==> src/hdl/fcc_pkg.sv <==
// shared types, constants and helpers of the frustum cube cull block
package fcc_pkg;

	// number of frustum planes and configuration index width
	localparam int PLANE_CNT = 6;
	localparam int CFG_IDX_W = 3;
	localparam int PLANE_W   = 64;

	// field widths
	localparam int COEF_W   = 16;
	localparam int SIZE_W   = 15;
	localparam int PROD_W   = 32;
	localparam int ABS_W    = 17;
	localparam int ABSSUM_W = 18;
	localparam int REACH_W  = 33;
	localparam int DSH_W    = 24;
	localparam int SUM_W    = 36;
	localparam int IN_W     = 64;
	localparam int OUT_W    = 8;

	// per-axis side codes
	localparam logic [1:0] SIDE_BOTH  = 2'b00;
	localparam logic [1:0] SIDE_FIRST = 2'b01;
	localparam logic [1:0] SIDE_OTHER = 2'b11;

	// item as it travels down the chain of cells
	typedef struct packed {
		logic signed [COEF_W-1:0] x;
		logic signed [COEF_W-1:0] y;
		logic signed [COEF_W-1:0] z;
		logic [SIZE_W-1:0]        half;
		logic                     vis;
		logic [PLANE_CNT-1:0]     pos;
	} item_t;

	// configuration write seen by every cell
	typedef struct packed {
		logic                 we;
		logic [CFG_IDX_W-1:0] index;
		logic [PLANE_W-1:0]   data;
	} cfg_wr_t;

	// magnitude of a signed coefficient
	function automatic logic [ABS_W-1:0] abs_coef(input logic signed [COEF_W-1:0] v);
		logic signed [ABS_W-1:0] ext;
		ext = ABS_W'(v);
		if (v < 0) begin
			return ABS_W'(-ext);
		end
		return ABS_W'(ext);
	endfunction

	// center classification against a plane pair
	function automatic logic [1:0] side_code(input logic first, input logic second);
		if (first && second) begin
			return SIDE_BOTH;
		end else if (first) begin
			return SIDE_FIRST;
		end
		return SIDE_OTHER;
	endfunction

endpackage

==> src/hdl/fcc_cell.sv <==
// one plane cell: holds a plane and tests each passing item against it
module fcc_cell #(
	parameter int IDX = 0
) (
	input  logic            clk,
	input  logic            arst_n,
	input  logic            en,
	input  fcc_pkg::cfg_wr_t cfg,
	input  logic            in_valid,
	input  fcc_pkg::item_t  in_item,
	output logic            out_valid,
	output fcc_pkg::item_t  out_item
);
	import fcc_pkg::*;

	logic [PLANE_W-1:0] plane_q;

	logic signed [COEF_W-1:0] coef_a;
	logic signed [COEF_W-1:0] coef_b;
	logic signed [COEF_W-1:0] coef_c;
	logic signed [COEF_W-1:0] coef_d;
	logic [ABSSUM_W-1:0]      abs_sum;

	logic                     valid_s1, valid_s2, valid_s3;
	item_t                    item_s1, item_s2, item_s3;
	item_t                    item_nx;
	logic signed [PROD_W-1:0] prod_a_s1, prod_b_s1, prod_c_s1;
	logic [REACH_W-1:0]       reach_s1;
	logic signed [DSH_W-1:0]  dsh_s1;
	logic signed [SUM_W-1:0]  pa_s2, pb_s2, pc_s2;
	logic signed [SUM_W-1:0]  value;
	logic signed [SUM_W-1:0]  full;

	// plane register, written by index
	always_ff @(posedge clk or negedge arst_n) begin
		if (!arst_n) begin
			plane_q <= '0;
		end else if (cfg.we && cfg.index == CFG_IDX_W'(IDX)) begin
			plane_q <= cfg.data;
		end
	end

	// coefficient unpacking and sum of magnitudes
	always_comb begin
		coef_a  = $signed(plane_q[15:0]);
		coef_b  = $signed(plane_q[31:16]);
		coef_c  = $signed(plane_q[47:32]);
		coef_d  = $signed(plane_q[63:48]);
		abs_sum = ABSSUM_W'(abs_coef(coef_a)) + ABSSUM_W'(abs_coef(coef_b))
			+ ABSSUM_W'(abs_coef(coef_c));
	end

	// final sums: center value and best corner value
	always_comb begin
		value = pa_s2 + pb_s2;
		full  = pa_s2 + pc_s2;
	end

	// item leaving the compare stage with this plane's outcome merged in
	always_comb begin
		item_nx          = item_s2;
		item_nx.vis      = item_s2.vis & (full > 0);
		item_nx.pos[IDX] = (value > 0);
	end

	// stage valid bits
	always_ff @(posedge clk or negedge arst_n) begin
		if (!arst_n) begin
			valid_s1 <= 1'b0;
			valid_s2 <= 1'b0;
			valid_s3 <= 1'b0;
		end else if (en) begin
			valid_s1 <= in_valid;
			valid_s2 <= valid_s1;
			valid_s3 <= valid_s2;
		end
	end

	// stage payload: products, partial sums, compare
	always_ff @(posedge clk) begin
		if (en) begin
			item_s1   <= in_item;
			prod_a_s1 <= coef_a * in_item.x;
			prod_b_s1 <= coef_b * in_item.y;
			prod_c_s1 <= coef_c * in_item.z;
			reach_s1  <= REACH_W'(in_item.half) * REACH_W'(abs_sum);
			dsh_s1    <= $signed({coef_d, 8'h00});

			item_s2 <= item_s1;
			pa_s2   <= SUM_W'(prod_a_s1) + SUM_W'(prod_b_s1);
			pb_s2   <= SUM_W'(prod_c_s1) + SUM_W'(dsh_s1);
			pc_s2   <= SUM_W'(prod_c_s1) + SUM_W'(dsh_s1) + $signed(SUM_W'(reach_s1));

			item_s3 <= item_nx;
		end
	end

	assign out_valid = valid_s3;
	assign out_item  = item_s3;

endmodule

==> config.mk <==
export PLATFORM = sky130hd
export DESIGN_NAME = fcc_cell
export DESIGN_NICKNAME = d
export VERILOG_FILES = /design/src/hdl/fcc_pkg.sv /design/src/hdl/fcc_cell.sv
export SDC_FILE = /design/constraint.sdc
export NUM_CORES = 2
export LEC_CHECK = 0
export ABC_AREA = 1
export BUFFER_PORTS_ARGS = -buffer_cell sky130_fd_sc_hd__buf_2
export CAP_MARGIN = 25
export CORE_ASPECT_RATIO = 2
export CORE_UTILIZATION = 40
export DETAILED_ROUTE_END_ITERATION = 16
export GPL_ROUTABILITY_DRIVEN = 0
export PLACE_DENSITY = 0.57
export SYNTH_ARGS = -nofsm -noshare
export SYNTH_HDL_FRONTEND = slang
export SYNTH_SLANG_ARGS = --single-unit
==> constraint.sdc <==
create_clock -name clk -period 10.55 [get_ports clk]
set_clock_uncertainty 0.05 [all_clocks]
set_input_delay 1.055 -clock clk [delete_from_list [all_inputs] [get_ports clk]]
set_output_delay 1.055 -clock clk [all_outputs]
set_load 0.1 [all_outputs]
# After elaboration in Yosys (flattened, before gate mapping)
# Index checks and enable logic that the tools add are counted.
# word_totals
ramBits	0
ff_bits	527
mem_count	0
output_inout_bits	71
word_cells	61
in_bits	142
latchBits	0
romBits	0
# classes
add_sub_neg	10
reduce_logical	2
n_bitwise	1
magnitude_cmp	5
multipliers	4
muxes	9
n_div	0
eq_ne	0
n_shift	0
# op_table
op	n
17-bit two-way mux	6
16-bit by 16-bit multiplier with 32-bit output	3
36-bit by 1-bit > comparator with 1-bit output, second input constant	2
16-bit negation with 17-bit output	3
16-bit by 1-bit < comparator with 1-bit output, second input constant	3
36-bit by 33-bit adder with 36-bit output	1
36-bit adder	1
33-bit by 34-bit adder with 35-bit output	1
32-bit by 24-bit adder with 33-bit output	1
32-bit by 32-bit adder with 33-bit output	1
15-bit by 18-bit multiplier with 33-bit output	1
17-bit by 17-bit adder with 18-bit output	1
18-bit by 17-bit adder with 18-bit output	1
3-bit logical NOT	1
1-bit two-way mux	3
1-bit AND	1
1-bit logical AND	1

# Logic depth before layout (Yosys ltp)
# logic_depth
ltp_word	6
ltp_mapped	45
depth_no_buf	44

# Worst setup path before layout
# No wires, ideal clock.
# synth_timing
kind	reg2reg
startpoint	register plane_q[32]
endpoint	register reach_s1[21] (data pin)
n_path_buf	2
stages_incl_launch_ff	42
setup_ns	0.258
t_required_ns	10.242
setup_slack_ns	2.061
arrival_time_ns	8.181
synth_period_minus_slack_ns	8.489
path_cell_list	dfrtp_1 clkbuf_1 inv_1 ha_1 inv_1 nor3_1 nand3_1 nor3_1 nor2_1 xor2_1 inv_1 fa_1 inv_1 ha_1 nand2_1 o21a_1 nand3_2 or2_2 [... 6 more ...] inv_1 fa_1 inv_1 fa_1 inv_1 fa_1 inv_1 fa_1 inv_1 ha_1 inv_1 nor3_2 nand4_1 o211ai_2 a21oi_1 o21ai_1 a21oi_1 xnor2_1
# synth_via
elab_chain_len	5
word_cells_on_any_way	7
classes_between	add/sub: 2; mul: 1; order compare: 1; mux: 3
# synth_rtl
element	line_no	rtl
from (decl)	fcc_cell.sv:16	logic [PLANE_W-1:0] plane_q;
from (signal assigned)	fcc_cell.sv:39	plane_q <= cfg.data;
16-bit negation with 17-bit output / 16-bit by 1-bit < comparator with 1-bit output (equally long branches)	fcc_pkg.sv:48, fcc_pkg.sv:47	
17-bit two-way mux / 1-bit two-way mux (equally long branches)	fcc_pkg.sv:47	if (v < 0) begin
17-bit two-way mux (*)	fcc_pkg.sv:50	return ABS_W'(ext);
18-bit by 17-bit adder with 18-bit output (*)	fcc_cell.sv:50	+ ABSSUM_W'(abs_coef(coef_c));
15-bit by 18-bit multiplier with 33-bit output (*)	fcc_cell.sv:86	reach_s1 <= REACH_W'(in_item.half) * REACH_W'(abs_sum);
to (signal assigned)	fcc_cell.sv:86	
to (decl)	fcc_cell.sv:28	logic [REACH_W-1:0] reach_s1;
# Every way passes the cells marked *; elsewhere a longest branch is shown, timed or not. The select of a mux whose other input is x is not followed.
# A chain may end at the register's enable or synchronous reset.

# Final worst setup path
# layout_timing
startpoint	register plane_q[0]
endpoint	register reach_s1[32] (data pin)
# layout_via
elab_chain_len	6
word_cells_on_any_way	8
classes_between	add/sub: 3; mul: 1; order compare: 1; mux: 3
# layout_rtl
element	line_no	rtl
16-bit negation with 17-bit output / 16-bit by 1-bit < comparator with 1-bit output (equally long branches)	fcc_pkg.sv:48, fcc_pkg.sv:47	
17-bit two-way mux / 1-bit two-way mux (equally long branches)	fcc_pkg.sv:47	
17-bit two-way mux (*)	fcc_pkg.sv:50	
17-bit by 17-bit adder with 18-bit output (*)	fcc_cell.sv:49	abs_sum = ABSSUM_W'(abs_coef(coef_a)) + ABSSUM_W'(abs_coef(coef_b))
18-bit by 17-bit adder with 18-bit output (*)	fcc_cell.sv:50	
15-bit by 18-bit multiplier with 33-bit output (*)	fcc_cell.sv:86	
# Marks and branches as above.

==> flow_metrics.py <==
metrics = {
    "grt": {
        "grt_first_pass_wirelength_um": 315000,
        "busiest_layer": "met2",
        "grt_pass1_vias": 55628,
        "grt_max_degree": 123,
        "antenna_found_initial": 3,
        "use_met2_pct": 47.2,
        "groute.layer.met1.usage_pct": 23.8,
        "grt_use_met3_pct": 2.38,
        "grt-ovfl-total": 0,
        "grt_util_all_layers_pct": 24.9,
    },
    "clocking": {
        "cts_made_buffers": 55,
        "cts_tree": "built",
        "cts_setup_buffers": 0,
        "clk_latency_ns": 0.73,
        "clkSlewWorstSetupHoldPaths_ns": 0.07,
        "clock_sinks": 521,
        "clock_path_buffers": 3,
        "cts_root_buf": "clkbuf_16",
        "cts_resized": 0,
        "h-tree-depth": 2,
        "hold_buffers": 0,
    },
    "layout": {
        "final_nets": 9519,
        "fill_cells": 16238,
        "final_cell_area_um2": 72200,
        "mostFrequentLayoutCells": "inv_1, nand2_1, fa_1, ha_1, edfxtp_1",
        "area_growth_pct": 8.09,
        "drive_gt1_share_pct": 5.87,
        "layout_commonest_cell": "inv_1",
        "finalNonFillerCells": 10020,
        "post-route-util_pct": 43.6,
    },
    "yosys": {
        "yosysSeqAreaShare_pct": 22.9,
        "yosysUniqueCellTypes": 49,
        "yosysWarnings": 0,
        "synthTopCellsByArea": "fa_1, edfxtp_1, inv_1, nand2_1, ha_1",
        "synthFlopType": "edfxtp_1",
        "synth_edf_count": 454,
        "netlist_area_um2": 66800,
        "ys_ff_latch": 521,
        "netlist.area_leader.share_pct": 30.4,
        "postSynthAreaPerCell_um2": 8.65,
        "synthArstFlopShare_pct": 12.9,
        "yosys.area.top_type": "fa_1",
        "synthCells": 7727,
    },
    "timing": {
        "slew_headroom_pct": 27.7,
        "setup_viol": 0,
        "max_freq_ghz": 0.104,
        "rsz0062_at_grt": "false",
        "finalCritPeriodShare_pct": 91.3,
        "slew_viol_final": 0,
        "fin_tns_setup_ns": 0,
        "min_period_ns": 9.63,
        "tightest_slew_ns": 1.08,
        "hold_viol_final": 0,
    },
    "worst_setup_path": {
        "cp_slowest_stage_delay_ns": 0.54,
        "reg2reg_depth": 42,
        "critical_path_arrival_ns": 10.03,
        "cp-end-kind": "register",
        "crit_path_top_delay_cell": "fa_1",
        "cp_top_family": "adder cells",
        "crit_top_cell": "inv_1",
        "cp-startpoint": "plane_q[0]",
        "r2r_slack_ns": 0.92,
        "path_buf_inv": 10,
        "worstSetupStartpointType": "register",
        "crit_end": "reach_s1[32]",
        "worstSetupPathType": "reg2reg",
        "critical_path_required_ns": 10.95,
        "reg2reg_from": "plane_q[0]",
        "cp.depth": 42,
        "worstPathMaxFanout": 9,
        "timing.rr.end": "reach_s1[32]",
    },
    "routing": {
        "vias": 51362,
        "dr.pass1.iters": 8,
        "wl_um": 206000,
        "wl_per_cell_um": 20.6,
        "ant_nets": 0,
        "first_iter_violations": 2915,
        "vias_per_cell": 5.13,
        "drc_errors": 0,
    },
    "floorplan": {
        "core_area_um2": 166000,
        "num_rows": 211,
        "die_y_um": 580,
        "ios": 213,
        "die-area_um2": 169000,
        "start_util_pct": 40.4,
        "die_w_um": 291,
    },
    "place": {
        "postPlaceCellArea_um2": 70300,
        "dp.final_hpwl_um": 172000,
        "io_buffers": 211,
        "post-place-cells": 9915,
    },
    "run": {
        "maxCapViolCount": 0,
    },
    "status": {
        "status": "finished clean",
    },
    "hold_path": {
        "hp-class": "in2async",
    },
}
==> cell type report <==
cell class	instances	area (um^2)	share of cell area, %
clock buffers	61	1410	1.95
inverters	1937	7270	10.1
multi-input cells	5041	43400	60.1
flip-flops and latches	521	15300	21.2
repair buffers	286	1660	2.30
diodes	2	5.00	0.00693
clock inverters	42	526	0.727
well taps	2130	2670	3.69
==> how the worst min path moves through the flow <==
stage	from	endpoint	cells after the start
2_1_floorplan	item_s1[10]	item_nx[10]	0
3_3_place_gp	item_nx[16]	out_item[16]	0
3_5_place_dp	item_s1[24]	item_nx[24]	0
4_1_cts	arst_n	plane_q[51]	1
5_1_grt	arst_n	plane_q[51]	1
6_report	arst_n	plane_q[51]	1
==> flip-flops by register name, indices dropped and copies added, names as in the netlist <==
signal / flops
dsh_s1: 16
item_nx: 68
item_s1: 69
item_s2: 1
out_item: 70
out_valid: 1
pa_s2: 33
pb_s2: 33
pc_s2: 35
plane_q: 64
prod_a_s1: 32
prod_b_s1: 32
prod_c_s1: 32
reach_s1: 33
valid_s1: 1
valid_s2: 1
==> cell usage after synthesis (2+ instances only) <==
cell type	count
inv_1	1921
nand2_1	1734
fa_1	1015
ha_1	520
edfxtp_1	454
nor2_1	432
a21oi_1	365
clkbuf_1	217
xor2_1	192
nand3_1	179
o21ai_0	160
xnor2_1	101
dfrtp_1	67
nor3_1	58
nand4_1	41
a21o_1	28
or2_2	25
nor4_1	24
a31oi_1	21
o21bai_1	19
mux2_2	18
o21a_1	18
o211ai_1	14
o21ai_1	11
inv_2	10
buf_1	9
nor2_2	9
o2111ai_1	8
and2_1	6
clkinv_1	6
a211oi_1	5
nand2_2	5
nand3_2	4
o31ai_1	4
a31o_2	3
buf_2	3
nand3b_1	3
nor3_2	3
or2_1	3
a21boi_0	2
a21boi_1	2
==> metal layers <==
layer  wire [um]  share of wire, %
met1       67000                32
met2      111000                54
met3        7580               3.7
met4       20700                10
met5           0                 0
==> metrics by stage <==
step                      hold slack [ns]  setup slack [ns]
final                               0.214             0.917
after global routing                0.232             0.406
after CTS                           0.186             0.893
after detailed placement            0.355             0.854
after global placement              0.350             0.863
after floorplan                     0.350              2.06
==> cells by family after synthesis <==
group,count (synthesis),share of synthesized area [%]
multiplexers,18,0.303
XOR/XNOR,293,3.84
AO/OA/AOI/OAI,664,5.45
flip-flops,521,22.9
AND/OR/NAND/NOR,2528,15.2
other,1,0.00561
adder cells (fa/ha/maj),1535,40.1
buffers and inverters,2167,12.2
Power is not shown: default switching activity piles up to over one toggle a cycle in this logic, so the estimate is an artifact.
