[src/hdl/fcc_skid.sv]
// output register with one skid entry between the cell chain and the receiver
module fcc_skid #(
	parameter int DATA_W = 8
) (
	input  logic              clk,
	input  logic              arst_n,
	input  logic              in_valid,
	output logic              in_ready,
	input  logic [DATA_W-1:0] in_data,
	output logic              out_valid,
	input  logic              out_ready,
	output logic [DATA_W-1:0] out_data
);
	logic              out_valid_q;
	logic [DATA_W-1:0] out_data_q;
	logic              skid_valid_q;
	logic [DATA_W-1:0] skid_data_q;
	logic              take;

	assign take     = out_valid_q && out_ready;
	assign in_ready = !skid_valid_q;

	// control: drain skid first, else route the incoming item
	always_ff @(posedge clk or negedge arst_n) begin
		if (!arst_n) begin
			out_valid_q  <= 1'b0;
			skid_valid_q <= 1'b0;
		end else if (skid_valid_q) begin
			if (take) begin
				skid_valid_q <= 1'b0;
			end
		end else if (in_valid) begin
			if (!out_valid_q || take) begin
				out_valid_q <= 1'b1;
			end else begin
				skid_valid_q <= 1'b1;
			end
		end else if (take) begin
			out_valid_q <= 1'b0;
		end
	end

	// payload
	always_ff @(posedge clk) begin
		if (skid_valid_q) begin
			if (take) begin
				out_data_q <= skid_data_q;
			end
		end else if (in_valid) begin
			if (!out_valid_q || take) begin
				out_data_q <= in_data;
			end else begin
				skid_data_q <= in_data;
			end
		end
	end

	assign out_valid = out_valid_q;
	assign out_data  = out_data_q;

endmodule

[config.mk]
export PLATFORM = sky130hd
export DESIGN_NAME = fcc_skid
export DESIGN_NICKNAME = d
export VERILOG_FILES = /design/src/hdl/fcc_skid.sv
export SDC_FILE = /design/constraint.sdc
export NUM_CORES = 1
export LEC_CHECK = 0
export BUFFER_PORTS_ARGS = -buffer_cell sky130_fd_sc_hd__buf_4
export CAP_MARGIN = 20
export CORE_ASPECT_RATIO = 1.5
export CORE_MARGIN = 5
export CORE_UTILIZATION = 35
export CTS_BUF_LIST = sky130_fd_sc_hd__clkbuf_2
export CTS_CLUSTER_SIZE = 12
export DETAILED_ROUTE_END_ITERATION = 8
export PLACE_DENSITY = 0.55
export SLEW_MARGIN = 0
export SYNTH_ARGS = -nofsm -noshare
export SYNTH_HDL_FRONTEND = slang
export SYNTH_SLANG_ARGS = --single-unit
[constraint.sdc]
create_clock -name clk -period 2.65 [get_ports clk]
set_input_delay 0.3975 -clock clk [delete_from_list [all_inputs] [get_ports clk]]
set_output_delay 0.3975 -clock clk [all_outputs]
set_load 0.03 [all_outputs]
# Word-level counts from Yosys, hierarchy flattened
# Cells that the tools add are included.
[op_classes]
eq_ne = 2
n_mux = 11
reduce_logical = 10
n_bitwise = 2
[ops]
columns = ["op", "count"]
rows = [
  ["2-to-1 mux 8 bit", 4],
  ["AND reduction 3 bit", 3],
  ["2-to-1 mux 1 bit", 7],
  ["nonzero test 2 bit", 3],
  ["!= test 2 x 1 -> 1 bit, second input constant", 2],
  ["zero test 1 bit", 2],
  ["NOT 1 bit", 2],
  ["logical AND 1 bit", 1],
  ["logical OR 1 bit", 1],
]
[totals]
ff_bits = 18
input_bits = 12
out_inout_bits = 10

# Depth between registers and ports, before layout
# Gate-level depths: netlist (run 1).
[depth]
ltp_word = 5
depth_mapped = 3
ltp_nobuf = 2

# Worst setup path before layout (run 1)
# Ideal clock, no wire load.
[synth_path]
kind = "reg-to-reg"
start = "reg out_valid_q (netlist: out_valid)"
end = "reg out_data_q[0] (netlist: out_data[0]) (enable)"
setup_time_ns = 0.330
arrival_time_ns = 1.017
slack_ns = 1.303
stages_incl_launch_ff = 3
n_path_buf = 0
cell_sequence = "dfrtp_1 and2_1 o22a_1"
[synth_via]
elab_chain_len = 4
word_cells_on_any_way = 6
cone_classes = "eq/ne (1); reduce/logical (5)"
[synth_lines]
columns = ["item", "line_no", "text"]
rows = [
  ["start: declaration", "14", "logic out_valid_q;"],
  ["start signal: assignment", "26", "out_valid_q <= 1'b0;"],
  ["start signal: assignment", "34", "out_valid_q <= 1'b1;"],
  ["start signal: assignment", "39", "out_valid_q <= 1'b0;"],
  ["zero test 1 bit or logical AND 1 bit (tied branches)", "50, 20", ""],
  ["logical OR 1 bit", "50", "if (!out_valid_q || take) begin"],
  ["nonzero test 2 bit (no source line)", "--", ""],
  ["AND reduction 3 bit (no source line) *", "--", ""],
  ["end signal: assignment", "47", "out_data_q <= skid_data_q;"],
  ["end signal: assignment", "51", "out_data_q <= in_data;"],
  ["end: declaration", "15", "logic [DATA_W-1:0] out_data_q;"],
]
# Every way passes the cells marked *; elsewhere a longest branch is shown, timed or not.
# A chain may end at the register's enable or synchronous reset.

# Worst setup path in the final report (run 1)
[layout_path]
start = "reg skid_valid_q"
end = "out in_ready"
[layout_via]
elab_chain_len = 1
[layout_lines]
columns = ["item", "line_no", "text"]
rows = [
  ["start: declaration", "16", "logic skid_valid_q;"],
  ["start signal: assignment", "27", "skid_valid_q <= 1'b0;"],
  ["start signal: assignment", "30", "skid_valid_q <= 1'b0;"],
  ["start signal: assignment", "36", "skid_valid_q <= 1'b1;"],
  ["zero test 1 bit", "21", "assign in_ready = !skid_valid_q;"],
  ["end: declaration", "8", "output logic in_ready,"],
]
# Every way passes these cells.

==> results of run 1 <==
-- state kept, by name, indices dropped and copies added, names as in the netlist --
register      count
out_data          8
skid_data_q       8
skid_valid_q      1
out_valid         1
-- metal layers --
layer	wire length, um	GRT usage
met4	9	0.06406
met3	100	0.02528
met2	565	0.1397
met1	464	0.09481
met5	0	0
-- timing repair --
item	4_1_cts	5_1_grt
hold buffers	1	0
endpoints found under the hold margin	2	0
setup endpoints to repair	0	0
-- logic make-up after synthesis --
logic type | Yosys count | share of synthesized area
flip-flops | 18 | 0.7681
multiplexers | 8 | 0.1304
AND/OR/NAND/NOR | 5 | 0.04711
buffers and inverters | 2 | 0.02173
AO/OA/AOI/OAI | 3 | 0.03261
-- metrics by stage --
stage | std cells | setup slack (ns)
detailed placement | 77 | 1.179
floorplan | 36 | 1.303
global route | 82 | 0.9364
finish | 82 | 1.052
global placement | 77 | 1.205
CTS | 82 | 1.007
-- path summary, 6_finish.rpt --
check	end	slack [ns]	cells after the start
min reg2reg	out_data[0]$_DFFE_PP_	0.57	1
min	skid_data_q[5]$_DFFE_PP_	0.29	1
min in group asynchronous	out_valid$_DFFE_PN0P_	0.41	2
max	in_ready	1.05	2
max in group asynchronous	skid_valid_q$_DFF_PN0_	2.15	2
max reg2reg	out_data[2]$_DFFE_PP_	1.19	1
-- layout make-up --
class / count / area, um^2
clock buffers: 4 / 20.02
well taps: 21 / 26.28
flip-flops and latches: 18 / 530.5
repair buffers: 22 / 167.7
multi-input cells: 16 / 145.1
inverters: 1 / 3.754
fillers: 184 / 960.9
-- worst max-delay path: cells and delay by family, from the launching register on --
family	cells	cell delay (ns)
buf+inv	2	0.25
flops	1	0.67
-- layout by cell type, fill, tap and decap left out --
cell type,Yosys,final
a22o_1,1,1
o22a_1,1,1
and4bb_2,1,1
and2_1,1,1
nand2b_1,1,1
dlygate4sd3_1,0,1
nor2_1,2,2
a21oi_1,1,1
clkbuf_2,0,4
buf_4,0,21
inv_2,1,1
edfxtp_1,16,16
dfrtp_1,2,2
mux2_2,8,8
-- report_power, final --
part / total [W] / internal (W) / leakage, nW / switching [W]
logic: 0.000368 / 0.000159 / 0.163 / 0.000209
clock network: 0.000115 / 0.0000400 / 0.0166 / 0.0000752
registers: 0.000470 / 0.000413 / 0.172 / 0.0000576
==> flow_metrics.env, run 1 <==
export IMPL_status="finished, final reports clean"
export IMPL_antenna_cells=0
export IMPL_crit_type="flip-flop to output port"
export IMPL_first_global_vias=419
export IMPL_setup_worst_path_start_class="flip-flop"
export IMPL_coreArea_um2=1854
export IMPL_syn_to_final_growth_pct=29.35
export IMPL_crit_path_max_fanout=14
export IMPL_maxCapViolations=0
export IMPL_grt_overflow_total=0
export IMPL_syn_nets=48
export IMPL_slowest_stage="dfrtp_1"
export IMPL_drv_slew=0
export IMPL_clk_latency_ns=0.28
export IMPL_power_leakage_nw=0.3516
export IMPL_drive_gt1_frac=0.5738
export IMPL_drc=0
export IMPL_setup_viol=0
export IMPL_cts_buffers=3
export IMPL_synth_cells=36
export IMPL_cts_tree="yes"
export IMPL_layout_nets=74
export IMPL_final_util=0.4818
export IMPL_first_pass_iters=3
export IMPL_syn_area_um2=690.7
export IMPL_synth_cell_types=12
export IMPL_synth_top_area_cell="edfxtp_1"
export IMPL_ys_warn_count=0
export IMPL_synth_flop_cell="edfxtp_1"
export IMPL_vias=380
export IMPL_cts_sinks=18
export IMPL_drtAntennaViolNets=0
export IMPL_hp_start="in_data[5]"
export IMPL_vias_per_cell=4.634
export IMPL_start_util=0.3725
export IMPL_synth_top_area_frac=0.6957
export IMPL_root_buffer="clkbuf_2"
export IMPL_htreeDepth=1
export IMPL_ir_drop_mv=0.4304
export IMPL_synth_most_common_cell="edfxtp_1"
export IMPL_fin_crit_ns=1.598
export IMPL_worst_pin_slew_ns=0.4826
export IMPL_required_ns=2.25
export IMPL_synth_seq_area_share=0.7681
export IMPL_dp_hpwl_um=803.8
export IMPL_clock_fmax_ghz=0.6260
export IMPL_wl_per_cell_um=13.90
export IMPL_ys_ff_latch=18
export IMPL_maxSlewHeadroom=0.6783
export IMPL_hold_slack_ns=0.2859
export IMPL_clock_skew_ns=0.006936
export IMPL_rows=19
export IMPL_synth_edff_count=16
export IMPL_cts_resized_gates=0
export IMPL_drt_wl_total_mm=1.140
export IMPL_hold_violations=0
export IMPL_die_x_um=46.27
export IMPL_power_w=0.0009535
export IMPL_power_density_nw_per_um2=1067
export IMPL_hold_class="primary input to flip-flop"
export IMPL_io_buffers=21
export IMPL_place_area_um2=863.3
export IMPL_antenna_found_initial=0
export IMPL_rsz0062_at_grt="no"
export IMPL_path_cells="inv_2, buf_4"
export IMPL_synth_async_reset_ratio=0.1111
export IMPL_cts_setup_buffers=0
export IMPL_min_period_over_period=0.6028
export IMPL_grt_pass1_wl_mm=1.821
export IMPL_r2r_start="skid_valid_q$_DFF_PN0_"
export IMPL_grt_usage=0.08817
export IMPL_fin_tns_setup_ns=0
export IMPL_finalInstanceArea_um2=893.4
export IMPL_critPathCaptureType="output port"
export IMPL_num_io_pins=22
export IMPL_die_h_um=64.41
export IMPL_drtIter0Drc=8
export IMPL_place_gp_congestion=0.5958
export IMPL_arrival_ns=1.20
export IMPL_cts_reportedPaths_clkPinSlew_ns=0.15
export IMPL_startpoint="skid_valid_q$_DFF_PN0_"
export IMPL_clockBufferDepth=2
export IMPL_synthTopCellsByArea="edfxtp_1 (70%), mux2_2 (13%), dfrtp_1 (7.2%), and4bb_2 (1.8%), buf_6 (1.6%)"
export IMPL_yosys_top_cells_count="edfxtp_1 (16), mux2_2 (8), dfrtp_1 (2), nor2_1 (2)"
export IMPL_grt_max_degree=15
export IMPL_critPathMaxStageDelay_ns=0.67
export IMPL_synth_area_per_cell_um2=19.19
export IMPL_die_area_um2=2980
Power figures use the tool's default switching activity.
==> run 2, diff against run 1 <==
--- a/config.mk
+++ b/config.mk
@@ -5,6 +5,7 @@
 export SDC_FILE = /design/constraint.sdc
 export NUM_CORES = 1
 export LEC_CHECK = 0
+export ABC_AREA = 1
 export BUFFER_PORTS_ARGS = -buffer_cell sky130_fd_sc_hd__buf_4
 export CAP_MARGIN = 20
 export CORE_ASPECT_RATIO = 1.5
@@ -13,7 +14,7 @@
 export CTS_BUF_LIST = sky130_fd_sc_hd__clkbuf_2
 export CTS_CLUSTER_SIZE = 12
 export DETAILED_ROUTE_END_ITERATION = 8
-export PLACE_DENSITY = 0.55
+export PLACE_DENSITY = 0.57
 export SLEW_MARGIN = 0
 export SYNTH_ARGS = -nofsm -noshare
 export SYNTH_HDL_FRONTEND = slang
==> constraint.sdc (replaced) <==
create_clock -name clk -period 1.35 [get_ports clk]
set_input_delay 0.2025 -clock clk [delete_from_list [all_inputs] [get_ports clk]]
set_output_delay 0.2025 -clock clk [all_outputs]
set_load 0.03 [all_outputs]
==> run 2 against run 1 <==
  * Total power grew 45%
  * First-iteration DRC count rose to 2.9 times the previous value
  * Sequential power is 55% higher
  * Area after synthesis increased by 4.0%
  * Worst hold slack got worse by 0.20 ns
  * Design area is 8.3% higher
  * Utilization is 0.13 points higher
  * Register-to-register slack worse by 1.1 ns
  * Clock skew rose by 0.0018 ns
  * Count of clock-buffer cells in the layout is 1 lower
  * Critical path depth rose by 1
  * Worst setup slack worse by 0.98 ns
  * Critical path type unchanged
  * Critical endpoint unchanged
  * Highest routed layer unchanged
==> flow_metrics.env, run 2 <==
export IMPL_fin_crit_ns=1.277
export IMPL_path_cells="inv_2, buf_4, buf_6"
export IMPL_drt_wl_total_mm=1.322
export IMPL_crit_type="flip-flop to output port"
export IMPL_r2r_start="out_valid$_DFFE_PN0P_"
export IMPL_clk_latency_ns=0.29
export IMPL_final_common_cell="nand2_1"
export IMPL_htreeDepth=1
export IMPL_rr_worst_depth=5
export IMPL_first_pass_iters=4
export IMPL_crit_family="flip-flops"
export IMPL_status="finished, final reports clean"
export IMPL_place_gp_congestion=0.7128
export IMPL_coreArea_um2=2002
export IMPL_synthTopCellsByArea="edfxtp_1 (67%), nand2_1 (15%), dfrtp_1 (7.0%), buf_6 (3.1%), nand2_2 (1.7%)"
export IMPL_synth_top_area_frac=0.6690
export IMPL_drv_slew=0
export IMPL_clockBufferDepth=2
export IMPL_power_density_nw_per_um2=1427
export IMPL_num_io_pins=22
export IMPL_antenna_cells=0
export IMPL_dp_hpwl_um=995.8
export IMPL_drc=0
export IMPL_crit_path_max_fanout=5
export IMPL_drtIter0Drc=23
export IMPL_min_period_over_period=0.9462
export IMPL_hold_class="primary input to flip-flop"
export IMPL_synth_area_per_cell_um2=11.97
export IMPL_rsz0062_at_grt="no"
export IMPL_setup_worst_path_start_class="flip-flop"
export IMPL_synth_async_reset_ratio=0.1111
export IMPL_r2r_setup_slack_ns=0.10
export IMPL_synth_cell_types=10
export IMPL_vias=495
export IMPL_drtAntennaViolNets=0
export IMPL_io_buffers=21
export IMPL_slowest_stage="dfrtp_1"
export IMPL_maxCapViolations=0
export IMPL_clock_fmax_ghz=0.7829
export IMPL_grt_max_degree=11
export IMPL_holdPathEnd="skid_data_q[1]$_DFFE_PP_"
export IMPL_rows=20
export IMPL_ys_ff_latch=18
export IMPL_drive_gt1_frac=0.4333
export IMPL_hp_start="in_data[1]"
export IMPL_synth_flop_cell="edfxtp_1"
export IMPL_synth_edff_count=16
export IMPL_synth_cells=60
export IMPL_synth_top_area_cell="edfxtp_1"
export IMPL_die_area_um2=3077
export IMPL_antenna_found_initial=0
export IMPL_grt_usage=0.09709
export IMPL_arrival_ns=1.07
export IMPL_power_leakage_nw=0.4465
export IMPL_dp_slack_ns=0.03505
export IMPL_cts_buffers=3
export IMPL_hold_violations=0
export IMPL_layout_setup_ws_ns=0.07269
export IMPL_clock_skew_ns=0.008701
export IMPL_yosys_top_cells_count="nand2_1 (28), edfxtp_1 (16), inv_1 (3)"
export IMPL_cts_tree="yes"
export IMPL_ir_drop_mv=0.7057
export IMPL_hold_depth=1
export IMPL_wl_per_cell_um=11.80
export IMPL_layout_nets=103
export IMPL_ys_warn_count=0
export IMPL_die_h_um=65.48
export IMPL_syn_area_um2=718.2
export IMPL_critical_path_buf_inv_count=3
export IMPL_die_x_um=46.99
export IMPL_startpoint="skid_valid_q$_DFF_PN0_"
export IMPL_first_global_vias=487
export IMPL_cts_reportedPaths_clkPinSlew_ns=0.16
export IMPL_maxSlewHeadroom=0.8452
export IMPL_worst_pin_slew_ns=0.2317
export IMPL_critPathCaptureType="output port"
export IMPL_cts_sinks=18
export IMPL_final_cell_mix="nand2_1 (28), buf_4 (26), edfxtp_1 (16), inv_1 (3), clkbuf_2 (3)"
export IMPL_fin_tns_setup_ns=0
export IMPL_grt_overflow_total=0
export IMPL_synth_seq_area_share=0.7387
export IMPL_setup_viol=0
export IMPL_fillers=184
export IMPL_grt_pass1_wl_mm=2.063
export IMPL_rr_endpoint="skid_data_q[3]$_DFFE_PP_"
export IMPL_synth_most_common_cell="nand2_1"
export IMPL_root_buffer="clkbuf_2"
export IMPL_vias_per_cell=4.420
export IMPL_required_ns=1.15
export IMPL_syn_to_final_growth_pct=34.67
export IMPL_start_util=0.3588
export IMPL_critPathMaxStageDelay_ns=0.44
export IMPL_syn_nets=72
run 2: cell types whose count changed in the layout (fill, tap and decap cells not counted), sizes merged, moves of 2 or more:
cell   previous run  this run
buf              21        27
mux2              8         0
nand2             0        30
nor2              2         4
inv               1         5
run 2: how the worst max path moves through the flow:
stage | end | slack, ns | cells after the start
final | in_ready | 0.07 | 3
after detailed placement | out_data[7]$_DFFE_PP_ | 0.04 | 4
after CTS | in_ready | 0.03 | 3
after floorplan | skid_data_q[0]$_DFFE_PP_ | 0.06 | 4
after global routing | in_ready | 0.007 | 3
after global placement | out_data[3]$_DFFE_PP_ | 0.09 | 4
run 2: kinds of logic after synthesis:
kind of cell | Yosys count | synth area share
flops | 18 | 0.7387
buf+inv | 7 | 0.05749
compound gates | 1 | 0.01220
simple gates | 34 | 0.1916
run 2: routing by layer:
metal  share of wire  vias up  track usage
met3           0.065        8      0.02192
li1                -      252            -
met1            0.36      215       0.1041
met2            0.54       20       0.1582
met4           0.032        0      0.06920
met5               0        -            0
run 2: what timing repair did:
| item | in CTS | in global routing |
|---|---|---|
| setup endpoints to repair | 1 | 9 |
| cloned | 0 | 0 |
| buffers inserted | 1 | 1 |
| hold buffers | 1 | 0 |
| resized for setup | 0 | 2 |
| hold endpoints to repair | 2 | 0 |
run 2: power breakdown:
part           internal, W  switching (W)  total [W]
Sequential        0.000700      0.0000272   0.000728
Clock            0.0000644       0.000151   0.000215
Combinational     0.000172       0.000265   0.000437
run 2: per-stage QoR:
stage                     utilization  hold slack [ns]   power, W  area (um^2)  cells
after floorplan                     -         -0.09309  0.0009992        721.9     60
after global placement         0.4569         -0.01418   0.001146        914.6    105
after detailed placement       0.4569         -0.01443   0.001150        914.6    105
after CTS                      0.4750          0.07174   0.001377        950.9    111
after global routing           0.4831          0.04897   0.001461        967.2    112
final                          0.4831          0.08277   0.001380        967.2    112
run 2: area by class of cell:
class / instances / area, um^2 / share of cell area
Sequential cell: 18 / 531.8 / 0.5498
Clock inverter: 1 / 3.754 / 0.003881
Tap cell: 22 / 27.53 / 0.02846
Timing Repair Buffer: 28 / 216.5 / 0.2238
Multi-Input combinational cell: 35 / 153.9 / 0.1591
Clock buffer: 3 / 15.01 / 0.01552
Inverter: 5 / 18.77 / 0.01940
==> run 3, diff against run 2 <==
--- a/config.mk
+++ b/config.mk
@@ -8,13 +8,12 @@
 export ABC_AREA = 1
 export BUFFER_PORTS_ARGS = -buffer_cell sky130_fd_sc_hd__buf_4
 export CAP_MARGIN = 20
-export CORE_ASPECT_RATIO = 1.5
 export CORE_MARGIN = 5
 export CORE_UTILIZATION = 35
 export CTS_BUF_LIST = sky130_fd_sc_hd__clkbuf_2
 export CTS_CLUSTER_SIZE = 12
 export DETAILED_ROUTE_END_ITERATION = 8
-export PLACE_DENSITY = 0.57
+export PLACE_DENSITY = 0.55
 export SLEW_MARGIN = 0
 export SYNTH_ARGS = -nofsm -noshare
 export SYNTH_HDL_FRONTEND = slang
==> constraint.sdc (replaced) <==
create_clock -name clk -period 1.2 [get_ports clk]
set_input_delay 0.18 -clock clk [delete_from_list [all_inputs] [get_ports clk]]
set_output_delay 0.18 -clock clk [all_outputs]
set_load 0.03 [all_outputs]
==> run 3 against run 2 <==
  * The run now ends with setup timing left
  * Total power rose by 20%
  * Global-route usage fell by 0.74 points
  * Design area rose by 8.8%
  * Largest cell class unchanged
  * Largest power group unchanged
  * Highest routed layer is now met3
==> flow_metrics.env, run 3 (synthesis results as in run 2) <==
export IMPL_syn_to_final_growth_pct=46.52
export IMPL_dpl_cell_count=112
export IMPL_final_common_cell="nand2_1"
export IMPL_hold_violations=0
export IMPL_rr_endpoint="out_data[1]$_DFFE_PP_"
export IMPL_clock_skew_ns=0.002272
export IMPL_power_leakage_nw=0.4874
export IMPL_grt_overflow_total=0
export IMPL_critical_path_buf_inv_count=2
export IMPL_drtIter0Drc=7
export IMPL_power_w=0.001656
export IMPL_start_util=0.3661
export IMPL_grt_pass1_wl_mm=2.063
export IMPL_final_cell_mix="nand2_1 (28), buf_4 (26), edfxtp_1 (16), buf_6 (6)"
export IMPL_holdPathEnd="skid_data_q[3]$_DFFE_PP_"
export IMPL_hold_depth=1
export IMPL_drv_slew=0
export IMPL_clk_latency_ns=0.29
export IMPL_ir_drop_mv=0.7040
export IMPL_maxSlewHeadroom=0.8426
export IMPL_rr_worst_depth=5
export IMPL_worst_path_stages=5
export IMPL_die_area_um2=3058
export IMPL_finalInstanceArea_um2=1052
export IMPL_power_density_nw_per_um2=1574
export IMPL_drive_gt1_frac=0.4737
export IMPL_antenna_cells=0
export IMPL_r2r_setup_slack_ns=-0.01
export IMPL_critPathCaptureType="flip-flop"
export IMPL_cts_sinks=18
export IMPL_num_io_pins=22
export IMPL_hold_class="primary input to flip-flop"
export IMPL_drc=0
export IMPL_rows=16
export IMPL_cts_reportedPaths_clkPinSlew_ns=0.16
export IMPL_min_period_over_period=1.011
export IMPL_fin_cells=122
export IMPL_coreArea_um2=1962
export IMPL_r2r_start="skid_valid_q$_DFF_PN0_"
export IMPL_drtAntennaViolNets=0
export IMPL_required_ns=1.23
export IMPL_setup_worst_path_start_class="flip-flop"
export IMPL_layout_setup_ws_ns=-0.01302
export IMPL_dp_slack_ns=0.0009769
export IMPL_vias_per_cell=4.074
export IMPL_fin_crit_ns=1.213
export IMPL_cts_tree="yes"
export IMPL_cts_buffers=3
export IMPL_antenna_found_initial=0
export IMPL_crit_family="flip-flops"
export IMPL_crit_type="flip-flop to flip-flop"
export IMPL_clockBufferDepth=2
export IMPL_vias=497
export IMPL_wl_per_cell_um=10.97
export IMPL_crit_path_max_fanout=5
export IMPL_setup_viol=6
export IMPL_first_global_vias=473
export IMPL_htreeDepth=1
export IMPL_status="complete, but fails checks"
export IMPL_grt_max_degree=11
export IMPL_io_buffers=21
export IMPL_hp_start="in_data[3]"
export IMPL_drt_wl_total_mm=1.338
export IMPL_fin_tns_setup_ns=-0.05767
export IMPL_grt_usage=0.08966
export IMPL_critPathMostFrequentCell="nand2_4"
export IMPL_rsz0062_at_grt="yes"
export IMPL_maxCapViolations=0
export IMPL_root_buffer="clkbuf_2"
export IMPL_path_cells="buf_4, nand2_4, nand2_4, nor2_4, buf_6"
export IMPL_arrival_ns=1.25
export IMPL_layout_nets=108
export IMPL_dp_hpwl_um=990.7
export IMPL_first_pass_iters=2
export IMPL_worst_pin_slew_ns=0.2356
export IMPL_clock_fmax_ghz=0.8244
export IMPL_failed_checks="setup timing"
export IMPL_slowest_stage="dfrtp_1"
export IMPL_fillers=182
export IMPL_critPathMaxStageDelay_ns=0.42
export IMPL_die_h_um=55.30
export IMPL_place_gp_congestion=0.7831
export IMPL_die_x_um=55.30
export IMPL_place_area_um2=940.9
## run 3: cell type report
class / instances / area, um^2 / area share
clock buffer: 3 / 15.01 / 0.01427
clock inverter: 1 / 3.754 / 0.003567
inverter: 5 / 21.27 / 0.02021
multi-input combinational: 35 / 173.9 / 0.1653
sequential: 18 / 531.8 / 0.5054
tap: 27 / 33.78 / 0.03210
timing repair buffer: 33 / 272.8 / 0.2592
## run 3: worst register-to-register path: cells and delay by family (launching register included)
family,cells,cell delay [ns]
flops,1,0.42
buf+inv,2,0.29
simple gates,3,0.25
## run 3: worst max-delay path by stage
| stage | startpoint | end | slack, ns |
|---|---|---|---|
| floorplan | out_valid$_DFFE_PN0P_ | out_data[0]$_DFFE_PP_ | -0.03 |
| global placement | skid_valid_q$_DFF_PN0_ | out_data[5]$_DFFE_PP_ | 0.008 |
| detailed placement | skid_valid_q$_DFF_PN0_ | out_data[5]$_DFFE_PP_ | 0.001 |
| CTS | skid_valid_q$_DFF_PN0_ | in_ready | -0.01 |
| global route | skid_valid_q$_DFF_PN0_ | in_ready | -0.06 |
| finish | skid_valid_q$_DFF_PN0_ | out_data[1]$_DFFE_PP_ | -0.01 |
## run 3: stage by stage
stage	hold slack [ns]	utilization
6_report	0.06263	0.5364
5_1_grt	0.01614	0.5364
4_1_cts	0.04795	0.5204
3_5_place_dp	-0.03400	0.4796
3_3_place_gp	-0.03556	0.4796
2_1_floorplan	-0.1156	-
## run 3: what timing repair did
action	CTS	global route
setup endpoints to repair	7	13
hold buffers	1	0
pin swaps	0	4
buffers inserted	3	2
cloned	0	0
resized for setup	7	5
hold endpoints to repair	2	0
## run 3: report_power, final
| group | switching [W] | internal [W] |
|---|---|---|
| sequential | 0.0000278 | 0.000788 |
| clock | 0.000178 | 0.0000725 |
| combinational | 0.000330 | 0.000260 |
| total | 0.000535 | 0.00112 |
## run 3: layer usage
metal	routed length, um	vias to the layer above	track usage
li1	-	263	-
met1	579	223	0.1006
met2	694	11	0.1537
met3	64	0	0.02098
met4	0	0	0.05208
met5	0	-	0
